**config.mk**
```make
export PLATFORM = sky130hd
export DESIGN_NAME = kpi_ctrl
export DESIGN_NICKNAME = d
export VERILOG_FILES = /design/src/hdl/kpi_pkg.sv /design/src/hdl/kpi_ctrl.sv
export SDC_FILE = /design/constraint.sdc
export NUM_CORES = 1
export LEC_CHECK = 0
export BUFFER_PORTS_ARGS = -buffer_cell sky130_fd_sc_hd__buf_2
export CAP_MARGIN = 20
export CORE_AREA = 2 2 39 41
export CTS_BUF_LIST = sky130_fd_sc_hd__clkbuf_4 sky130_fd_sc_hd__clkbuf_8 sky130_fd_sc_hd__clkbuf_16
export CTS_CLUSTER_DIAMETER = 80
export DETAILED_ROUTE_END_ITERATION = 7
export DIE_AREA = 0 0 41 43
export HOLD_SLACK_MARGIN = 0.12
export PLACE_DENSITY = 0.58
export SLEW_MARGIN = 0
export SYNTH_ARGS = -nofsm -noshare
export SYNTH_HDL_FRONTEND = slang
export SYNTH_SLANG_ARGS = --single-unit
```
**constraint.sdc**
```tcl
create_clock -name clk_i -period 1.6 [get_ports clk_i]
set_input_delay 0 -clock clk_i [delete_from_list [all_inputs] [get_ports clk_i]]
set_output_delay 0 -clock clk_i [all_outputs]
set_load 0.02 [all_outputs]
```
**src/hdl/kpi_pkg.sv**
```systemverilog
// Shared types and constants for the keyframe pose interpolator.
package kpi_pkg;

  localparam logic [2:0] OP_TICK  = 3'd0;
  localparam logic [2:0] OP_POSE  = 3'd1;
  localparam logic [2:0] OP_HDR   = 3'd2;
  localparam logic [2:0] OP_START = 3'd3;
  localparam logic [2:0] OP_SET   = 3'd4;

  localparam logic [1:0] CFG_NEUTRAL = 2'd0;
  localparam logic [1:0] CFG_BLEND   = 2'd1;
  localparam logic [1:0] CFG_LOOP    = 2'd2;

  localparam int PI_Q      = 12868;
  localparam int TWO_PI_Q  = 25736;
  localparam int POS_MAX   = 524287;
  localparam int POS_MIN   = -524288;
  localparam int ROT_MAX   = 32767;
  localparam int ROT_MIN   = -32768;
  localparam int DIV_STEPS = 12;
  localparam int CNT_MAX   = 2047;

  typedef logic signed [19:0] pos_t;
  typedef logic signed [15:0] rot_t;

  typedef struct packed {
    pos_t [2:0] pos;
    rot_t [2:0] rot;
  } pose_t;

  typedef enum logic [3:0] {
    S_IDLE, S_HDR, S_DIV, S_RDF, S_RDT, S_DLT, S_MUL, S_OUT, S_UPD, S_SRD, S_SWR
  } state_e;

  typedef struct packed {
    logic accept;
    logic hdr;
    logic div_step;
    logic rd_to;
    logic rd_start;
    logic take_delta;
    logic take_prod;
    logic out_ld;
    logic upd;
    logic start_wr;
  } cmd_t;

  typedef struct packed {
    logic div_last;
    logic part_last;
    logic out_free;
  } sts_t;

endpackage

```
**src/hdl/kpi_ctrl.sv**
```systemverilog
// Sequencer for the keyframe pose interpolator.
module kpi_ctrl (
  input  logic          clk_i,
  input  logic          rst_ni,
  input  logic          in_valid_i,
  input  logic [2:0]    opcode_i,
  input  kpi_pkg::sts_t sts_i,
  output kpi_pkg::cmd_t cmd_o,
  output logic          in_stall_o
);
  import kpi_pkg::*;

  state_e state_q, state_d;

  always_ff @(posedge clk_i or negedge rst_ni) begin
    if (!rst_ni) begin
      state_q <= S_IDLE;
    end else begin
      state_q <= state_d;
    end
  end

  always_comb begin
    state_d = state_q;
    unique case (state_q)
      S_IDLE: begin
        if (in_valid_i) begin
          if (opcode_i == OP_TICK) begin
            state_d = S_HDR;
          end else if (opcode_i == OP_START) begin
            state_d = S_SRD;
          end
        end
      end
      S_HDR: state_d = S_DIV;
      S_DIV: begin
        if (sts_i.div_last) state_d = S_RDF;
      end
      S_RDF: state_d = S_RDT;
      S_RDT: state_d = S_DLT;
      S_DLT: state_d = S_MUL;
      S_MUL: state_d = S_OUT;
      S_OUT: begin
        if (sts_i.out_free) state_d = sts_i.part_last ? S_UPD : S_RDF;
      end
      S_UPD: state_d = S_IDLE;
      S_SRD: state_d = S_SWR;
      S_SWR: state_d = sts_i.part_last ? S_IDLE : S_SRD;
      default: state_d = S_IDLE;
    endcase
  end

  always_comb begin
    cmd_o = '0;
    unique case (state_q)
      S_IDLE: cmd_o.accept     = in_valid_i;
      S_HDR:  cmd_o.hdr        = 1'b1;
      S_DIV:  cmd_o.div_step   = 1'b1;
      S_RDT:  cmd_o.rd_to      = 1'b1;
      S_DLT:  cmd_o.take_delta = 1'b1;
      S_MUL:  cmd_o.take_prod  = 1'b1;
      S_OUT:  cmd_o.out_ld     = sts_i.out_free;
      S_UPD:  cmd_o.upd        = 1'b1;
      S_SRD:  cmd_o.rd_start   = 1'b1;
      S_SWR:  cmd_o.start_wr   = 1'b1;
      default: cmd_o = '0;
    endcase
  end

  assign in_stall_o = (state_q != S_IDLE);

endmodule

```
# Word-level counts from Yosys, hierarchy flattened
# Index checks and enable logic that the tools add are counted.
# Widths: inputs -> output; s select.
[totals] ff_bits=4 in_bits=9 output_inout_bits=11
[op_classes] n_eq_ne=15 mux=18 reduce_logical=4
[op_table] operator="$pmux 4 s10" count=1
[op_table] operator="$mux 4" count=7
[op_table] operator="$eq 4x3->1 const B" count=4
[op_table] operator="$eq 4x4->1 const B" count=3
[op_table] operator="$mux 1" count=10
[op_table] operator="$eq 4x2->1 const B" count=2
[op_table] operator="$ne 2x2->1 const B" count=3
[op_table] operator="$eq 4x1->1 const B" count=1
[op_table] operator="$logic_not 4->1" count=1
[op_table] operator="$reduce_and 4->1" count=1
[op_table] operator="$reduce_bool 4->1" count=1
[op_table] operator="$eq 3x2->1 const B" count=1
[op_table] operator="$logic_not 3->1" count=1
[op_table] operator="$ne 3x3->1 const B" count=1

# Depth between registers and ports, before layout
# Gate-level depths: netlist of run 1.
[depth] depth_word=5 ltp_mapped=5

# Least setup slack after synthesis of run 1
# No wires, ideal clock.
[synth_path] path_type="flip-flop to flip-flop" from="register state_q[2]" to="register state_q[3]" setup_time_ns=0.078 t_arrival_ns=1.244 required_ns=1.522 setup_slack_ns=0.278 path_stages_with_launch=6 cell_sequence="dfrtp_1 > buf_2 > nand2b_1 > nor2_1 > a31oi_1 > a21oi_1"
[synth_via] elab_chain_len=3 elab_cells_between_ends=16
[synth_rtl] element="start: declaration" line_no="kpi_ctrl.sv:13" rtl="state_e state_q, state_d;"
[synth_rtl] element="start signal: assignment" line_no="kpi_ctrl.sv:19" rtl="state_q <= state_d;"
[synth_rtl] element="$eq 4x2->1, or another cell as far along" line_no="kpi_ctrl.sv:25" rtl="unique case (state_q)"
[synth_rtl] element="$ne 2x2->1 (no source line) or $ne 3x3->1 (tied branches)"
[synth_rtl] element="$reduce_and 4->1 (no source line)"
# Several ways; a longest one is shown, not always the timed one.
# A chain may end at the register's enable or synchronous reset.

==> tab_implementation.tex, run 1 <==
\begin{tabular}{lr}
\hline
Metric & Value \\
\hline
\multicolumn{2}{l}{\textbf{Status}} \\
\quad Result of the run & finished clean \\
\multicolumn{2}{l}{\textbf{Worst setup path}} \\
\quad Type of origin of the critical path & register \\
\quad CP peak stage delay & 560 ps \\
\quad Critical Path Fanout Max & 14 \\
\quad WS Path Type & reg -> out \\
\quad Worst flop-to-flop path startpoint & state\_q[2] \\
\quad Critical Path RT & 1600 ps \\
\quad Crit-path slowest cell & dfrtp\_1 \\
\quad CP arrival & 1440 ps \\
\quad Internal reg-to-reg setup slack & 240 ps \\
\quad Worst-case reg-to-reg path depth & 4 \\
\quad Critical-path cell list & nor2b\_1 -> nand3\_1 -> nor2\_1 -> buf\_2 \\
\quad Worst path bufs/invs & 1 \\
\quad Capture point of the worst reg-to-reg path & state\_q[1] \\
\quad Top cell family by delay on the critical path & flip-flops \\
\quad Setup crit end kind & output pin \\
\multicolumn{2}{l}{\textbf{Finish}} \\
\quad Most flop-heavy register & state\_q \\
\quad Fraction of layout instances using a drive strength above 1 & 30.1\% \\
\quad Share of the core filled with cells in the final layout & 41.1\% \\
\quad Net total in the final layout & 94 \\
\quad Post-route insts no fill & 99 \\
\quad Max FFs per register & 4 \\
\quad Area growth syn-to-layout & 38.3\% \\
\quad Diodes inserted & 0 \\
\quad Registers with the most flip-flops & state\_q: 4 flops \\
\quad Total non-filler cell area in the finished layout & 569 sq um \\
\multicolumn{2}{l}{\textbf{Yosys}} \\
\quad Register bit total from synthesis & 4 \\
\quad Nets in the synthesized netlist & 69 \\
\quad Syn Std Cell Area & 412 sq um \\
\quad Synth Flop Type & dfrtp\_1 \\
\quad Yosys synthesis warning count & 0 \\
\quad Sequential element share of the synthesized area & 24.3\% \\
\quad Gate count after technology mapping & 60 \\
\quad Number of flops mapped to enable cells by yosys & 0 \\
\quad Library cells used by synthesis & 23 \\
\quad Average size of a mapped cell & 6.86 sq um \\
\quad Async S/R FF share, synth & 100\% \\
\multicolumn{2}{l}{\textbf{Timing}} \\
\quad Total Neg Setup Slack & 0 ps \\
\quad Slew Viols, Final & 0 \\
\quad Endpoints failing setup & 0 \\
\quad Final worst path period need & 1440 ps \\
\quad Final hold violation count & 0 \\
\quad Highest clock rate & 694 MHz \\
\quad RSZ-0062 raised after global routing & false \\
\quad Remaining max-slew budget at the tightest pin & 72.9\% \\
\quad Share of the clock period used by the worst path & 90.1\% \\
\quad Worst Skew & 0.0431 ps \\
\quad Slew of the pin with the lowest slew margin & 406 ps \\
\multicolumn{2}{l}{\textbf{Placement}} \\
\quad RePlAce Congestion & 0.748 \\
\quad Quantity of I/O buffers inserted on ports & 19 \\
\quad Placed cell areas & 517 sq um \\
\quad Detailed placement HPWL & 762 microns \\
\quad DP Cell Count & 93 \\
\multicolumn{2}{l}{\textbf{Worst hold path}} \\
\quad Startpoint of the worst hold path & sts\_i[2] \\
\quad Worst Hold Path EP & state\_q[1] \\
\quad Number of stages on the worst hold path & 4 \\
\quad Hold/Removal Path Class & in -> reg \\
\multicolumn{2}{l}{\textbf{Floorplanning}} \\
\quad Die W & 41 microns \\
\quad Area of the die & 0.00176 sq mm \\
\quad I/O pin total & 20 \\
\quad Core Box Area & 0.00138 sq mm \\
\quad Chip Height & 43 microns \\
\quad Standard-cell row count & 14 \\
\quad Effective utilization at floorplan & 29.7\% \\
\multicolumn{2}{l}{\textbf{Routing}} \\
\quad Via density per instance & 4.88 \\
\quad First drt pass iteration count & 4 \\
\quad Routed wirelength normalized by instance count & 10.0 microns \\
\quad Number of DRC violations after detailed-routing iteration 0 & 20 \\
\quad Antenna Nets Post-Route & 0 \\
\quad Remaining design rule violation count & 0 \\
\quad Detailed-route wire length & 990 microns \\
\quad Vias & 483 \\
\multicolumn{2}{l}{\textbf{Clocking}} \\
\quad Number of levels the H-tree was split into & 1 \\
\quad Clk sink count & 4 \\
\quad Number of hold buffers added after cts & 3 \\
\quad TritonCTS clock tree & done \\
\quad Number of gates resized after cts & 0 \\
\quad Clock-pin slew on the worst setup and hold paths & 40 ps \\
\quad Post-CTS Repair Setup Buffers & 0 \\
\quad Insertion delay of the later-clocked pin in the worst-skew pair & 230 ps \\
\quad Number of clock buffers inserted by TritonCTS & 3 \\
\quad Deepest clock path buffer count & 2 \\
\quad Clock tree root buffer cell & clkbuf\_4 \\
\multicolumn{2}{l}{\textbf{Power}} \\
\quad Overall power after layout & 1.06 mW \\
\quad P\_leak & 0.282 nW \\
\quad Power density of the placed cells & 1860 mW/mm\^{}2 \\
\quad Largest vdd supply drop & 562 uV \\
\multicolumn{2}{l}{\textbf{Global routing}} \\
\quad All-layer global routing usage & 13.8\% \\
\quad Wire length of the first global-routing pass & 1.74 mm \\
\quad Number of global-route vias before repair & 454 \\
\quad Antenna violations before repair & 0 \\
\quad Pin count of the biggest net entering global routing & 15 \\
\quad Residual overflow from global routing & 0 \\
\multicolumn{2}{l}{\textbf{Job}} \\
\quad Maximum capacitance violations & 0 \\
\hline
\end{tabular}
-- final cells by class --
| class | count | area [sq um] |
|---|---|---|
| Fill cell | 157 | 815 |
| Multi-Input combinational cell | 47 | 268 |
| Tap cell | 16 | 20.0 |
| Sequential cell | 4 | 100 |
| Inverter | 5 | 18.8 |
| Timing Repair Buffer | 24 | 140 |
| Clock buffer | 3 | 22.5 |
-- cell families (layout without fill, tap and decap cells) --
kind of cell	count (synthesis)	in the layout	share of synthesized area [%]
buffers and inverters	9	32	10.6
DFF	4	4	24.3
xor gates and xnor gates	1	1	2.13
and+or+nand+nor	31	31	39.2
AOI/OAI and AO/OA	15	15	23.7
-- tightest hold or removal path, stage by stage --
cell,delay (ps)
buf_2,90
nor3_1,40
a21oi_1,100
o32ai_1,80
-- metal layers --
| layer | wire (microns) | vias to the layer above | GRT usage, % | part of all wire (%) |
|---|---|---|---|---|
| met5 | 0 | - | 0 | 0 |
| met4 | 0 | 0 | 6.00 | 0 |
| met3 | 48 | 0 | 3.14 | 4.8 |
| li1 | - | 261 | - | - |
| met2 | 465 | 12 | 19.7 | 47 |
| met1 | 476 | 210 | 19.3 | 48 |
-- metrics by stage --
stage / setup slack (ps) / hold slack, ps
after global routing: 51.2 / 179
after CTS: 157 / 139
final: 159 / 130
after detailed placement: 244 / -194
after global placement: 195 / -192
after floorplan: 278 / -296
-- worst max-delay path by stage --
| stage | depth (start not counted) | end | from |
|---|---|---|---|
| floorplan | 5 | state_q[3] | state_q[2] |
| global placement | 4 | state_q[1] | state_q[2] |
| detailed placement | 4 | state_q[0] | state_q[3] |
| CTS | 4 | cmd_o[2] | state_q[2] |
| global route | 4 | cmd_o[2] | state_q[2] |
| finish | 4 | cmd_o[2] | state_q[2] |
-- cell usage after synthesis, types with 2 or more instances --
cell,count,area share (%)
a21oi_1,4,4.9
a31oi_1,3,4.6
and3_1,2,3.0
buf_2,2,2.4
dfrtp_1,4,24
inv_1,5,4.6
nand2_1,2,1.8
nand2b_1,4,6.1
nor2_1,9,8.2
nor2b_1,2,3.0
nor3_1,8,9.7
o21ai_0,2,2.4
o21ai_1,3,3.6
-- cells in the final DEF (no fill, tap or decap) --
| cell | instances |
|---|---|
| nand3_1 | 1 |
| nor4_1 | 1 |
| a32oi_1 | 1 |
| dlygate4sd3_1 | 3 |
| inv_1 | 5 |
| o32ai_2 | 1 |
| and4b_1 | 1 |
| nor3_1 | 8 |
| nand2b_1 | 4 |
| nor4b_1 | 1 |
| buf_2 | 19 |
| and3_1 | 2 |
| nor2_1 | 9 |
| dfrtp_1 | 4 |
| a21oi_1 | 4 |
| nor2b_1 | 2 |
| xor2_1 | 1 |
| buf_4 | 2 |
| a31oi_1 | 3 |
| o21ai_1 | 3 |
| nand2_1 | 2 |
| o21ai_0 | 2 |
| clkbuf_4 | 3 |
| o32ai_1 | 1 |
-- report_power, final --
group / internal, mW / switching [mW]
clock network: 0.0840 / 0.0422
logic: 0.277 / 0.377
registers: 0.151 / 0.128
total: 0.511 / 0.547
(Power assumes the default switching activity.)
==> run 2, diff against run 1 <==
--- a/config.mk
+++ b/config.mk
@@ -12,6 +12,7 @@
 export CTS_CLUSTER_DIAMETER = 80
 export DETAILED_ROUTE_END_ITERATION = 7
 export DIE_AREA = 0 0 41 43
+export GPL_TIMING_DRIVEN = 0
 export HOLD_SLACK_MARGIN = 0.12
 export PLACE_DENSITY = 0.58
 export SLEW_MARGIN = 0
==> tab_implementation.tex, run 2 (same netlist as run 1, synthesis figures left out) <==
\begin{tabular}{lr}
\hline
Metric & Value \\
\hline
\multicolumn{2}{l}{\textbf{Floorplanning}} \\
\quad Core Box Area & 0.00138 sq mm \\
\quad Standard-cell row count & 14 \\
\quad Die W & 41 microns \\
\quad Area of the die & 0.00176 sq mm \\
\quad Effective utilization at floorplan & 29.7\% \\
\quad Chip Height & 43 microns \\
\quad I/O pin total & 20 \\
\multicolumn{2}{l}{\textbf{Placement}} \\
\quad RePlAce Congestion & 0.739 \\
\quad DP Cell Count & 95 \\
\quad Detailed placement HPWL & 823 microns \\
\quad Pre-CTS setup slack & 261 ps \\
\quad Quantity of I/O buffers inserted on ports & 19 \\
\quad Placed cell areas & 527 sq um \\
\multicolumn{2}{l}{\textbf{Worst setup path}} \\
\quad Crit-path slowest cell & dfrtp\_1 \\
\quad Critical-path cell list & clkbuf\_1 -> nor2\_1 -> and3\_1 -> buf\_2 \\
\quad Worst path bufs/invs & 2 \\
\quad Type of origin of the critical path & register \\
\quad Critical Path RT & 1600 ps \\
\quad Critical Path Fanout Max & 10 \\
\quad Setup crit end kind & output pin \\
\quad Top cell family by delay on the critical path & buffers and inverters \\
\quad CP arrival & 1420 ps \\
\quad CP peak stage delay & 400 ps \\
\quad WS Path Type & reg -> out \\
\multicolumn{2}{l}{\textbf{Global routing}} \\
\quad Residual overflow from global routing & 0 \\
\quad Antenna violations before repair & 0 \\
\quad Pin count of the biggest net entering global routing & 11 \\
\quad All-layer global routing usage & 14.7\% \\
\quad Number of global-route vias before repair & 462 \\
\quad Wire length of the first global-routing pass & 1.82 mm \\
\multicolumn{2}{l}{\textbf{Routing}} \\
\quad Detailed-route wire length & 1.07 mm \\
\quad Routed wirelength normalized by instance count & 10.6 microns \\
\quad Vias & 502 \\
\quad First drt pass iteration count & 4 \\
\quad Via density per instance & 4.97 \\
\quad Antenna Nets Post-Route & 0 \\
\quad Number of DRC violations after detailed-routing iteration 0 & 16 \\
\quad Remaining design rule violation count & 0 \\
\multicolumn{2}{l}{\textbf{Timing}} \\
\quad Slack of the critical path & 180 ps \\
\quad Total Neg Setup Slack & 0 ps \\
\quad Worst hold slack across all endpoints & 130 ps \\
\quad Slew Viols, Final & 0 \\
\quad Share of the clock period used by the worst path & 88.7\% \\
\quad Highest clock rate & 704 MHz \\
\quad RSZ-0062 raised after global routing & false \\
\quad Final worst path period need & 1420 ps \\
\quad Slew of the pin with the lowest slew margin & 368 ps \\
\quad Worst Skew & 2.94 ps \\
\quad Endpoints failing setup & 0 \\
\quad Remaining max-slew budget at the tightest pin & 75.4\% \\
\quad Final hold violation count & 0 \\
\multicolumn{2}{l}{\textbf{Power}} \\
\quad Overall power after layout & 1.08 mW \\
\quad Net switching component of the power & 560 uW \\
\quad Net Sw Frac & 52.0\% \\
\quad Internal power consumption & 517 uW \\
\quad Portion of total power attributed to the clock network & 11.3\% \\
\quad Largest vdd supply drop & 764 uV \\
\quad Power density of the placed cells & 1860 mW/mm\^{}2 \\
\quad Flop pwr share & 20.3\% \\
\quad P\_leak & 0.287 nW \\
\quad Fraction of power consumed by combinational cells & 68.4\% \\
\multicolumn{2}{l}{\textbf{Finish}} \\
\quad Most flop-heavy register & state\_q \\
\quad Total non-filler cell area in the finished layout & 579 sq um \\
\quad Leading cell type in the layout, fill and taps excluded & buf\_2 \\
\quad Diodes inserted & 0 \\
\quad Commonest cells after routing, fill and taps aside & buf\_2 (21), nor2\_1 (9), nor3\_1 (8), inv\_1 (5) \\
\quad Net total in the final layout & 96 \\
\quad Post-route insts no fill & 101 \\
\quad Share of the core filled with cells in the final layout & 41.9\% \\
\quad Fraction of layout instances using a drive strength above 1 & 30.6\% \\
\quad Max FFs per register & 4 \\
\quad Area growth syn-to-layout & 40.7\% \\
\quad Registers with the most flip-flops & state\_q: 4 flops \\
\multicolumn{2}{l}{\textbf{Clocking}} \\
\quad TritonCTS clock tree & done \\
\quad Number of clock buffers inserted by TritonCTS & 3 \\
\quad Clock-pin slew on the worst setup and hold paths & 40 ps \\
\quad Clock tree root buffer cell & clkbuf\_4 \\
\quad Number of levels the H-tree was split into & 1 \\
\quad Deepest clock path buffer count & 2 \\
\quad Clk sink count & 4 \\
\quad Insertion delay of the later-clocked pin in the worst-skew pair & 230 ps \\
\multicolumn{2}{l}{\textbf{Job}} \\
\quad Maximum capacitance violations & 0 \\
\multicolumn{2}{l}{\textbf{Worst hold path}} \\
\quad Hold/Removal Path Class & in -> reg \\
\multicolumn{2}{l}{\textbf{Status}} \\
\quad Result of the run & finished clean \\
\hline
\end{tabular}
-- run 2: changes by cell type in the layout (fill, tap and decap cells not counted), sizes merged --
cell,change
buf,+1
clkbuf,+1
-- run 2: what timing repair did --
item,CTS,global route
gates resized for setup,0,0
hold buffers,3,0
hold endpoints to repair,5,0
buffers inserted,0,0
-- run 2: tightest hold or removal path: cells and delay by family --
kind | cells | cell delay [ps]
AND/OR/NAND/NOR | 1 | 40
AO/OA/AOI/OAI | 2 | 180
buffers and inverters | 1 | 90
-- run 2: per-layer routing --
metal	global-route usage, %	wire length [microns]
met2	20.6	488
met4	3.33	0
met1	20.6	497
met3	6.28	83
met5	0	0
-- run 2: area by class of cell --
| type | instances | area, sq um |
|---|---|---|
| Buffer | 4 | 25.0 |
| Inverter | 5 | 18.8 |
| Clock buffer | 3 | 22.5 |
| Timing Repair Buffer | 22 | 125 |
| Fill cell | 164 | 805 |
| Sequential cell | 4 | 100 |
| Tap cell | 16 | 20.0 |
| Multi-Input combinational cell | 47 | 268 |
-- run 2: power groups by stage --
stage	logic [mW]	clock network [mW]	registers [mW]
after floorplan	0.568	0	0.199
after CTS	0.741	0.130	0.217
final	0.736	0.121	0.219
after detailed placement	0.734	0	0.219
after global placement	0.737	0	0.221
after global routing	0.838	0.137	0.229
-- run 2: path summary, 6_finish.rpt --
| check | start | cells after the start | slack [ps] | to |
|---|---|---|---|---|
| worst max-delay path | state_q[1] | 4 | 180 | cmd_o[9] |
| worst min-delay path | sts_i[2] | 4 | 130 | state_q[1] |
| worst max register to register | state_q[3] | 4 | 280 | state_q[0] |
| worst min register to register | state_q[1] | 2 | 630 | state_q[1] |
| max in group asynchronous | rst_ni | 3 | 760 | state_q[0] |
| min in group asynchronous | rst_ni | 3 | 670 | state_q[1] |
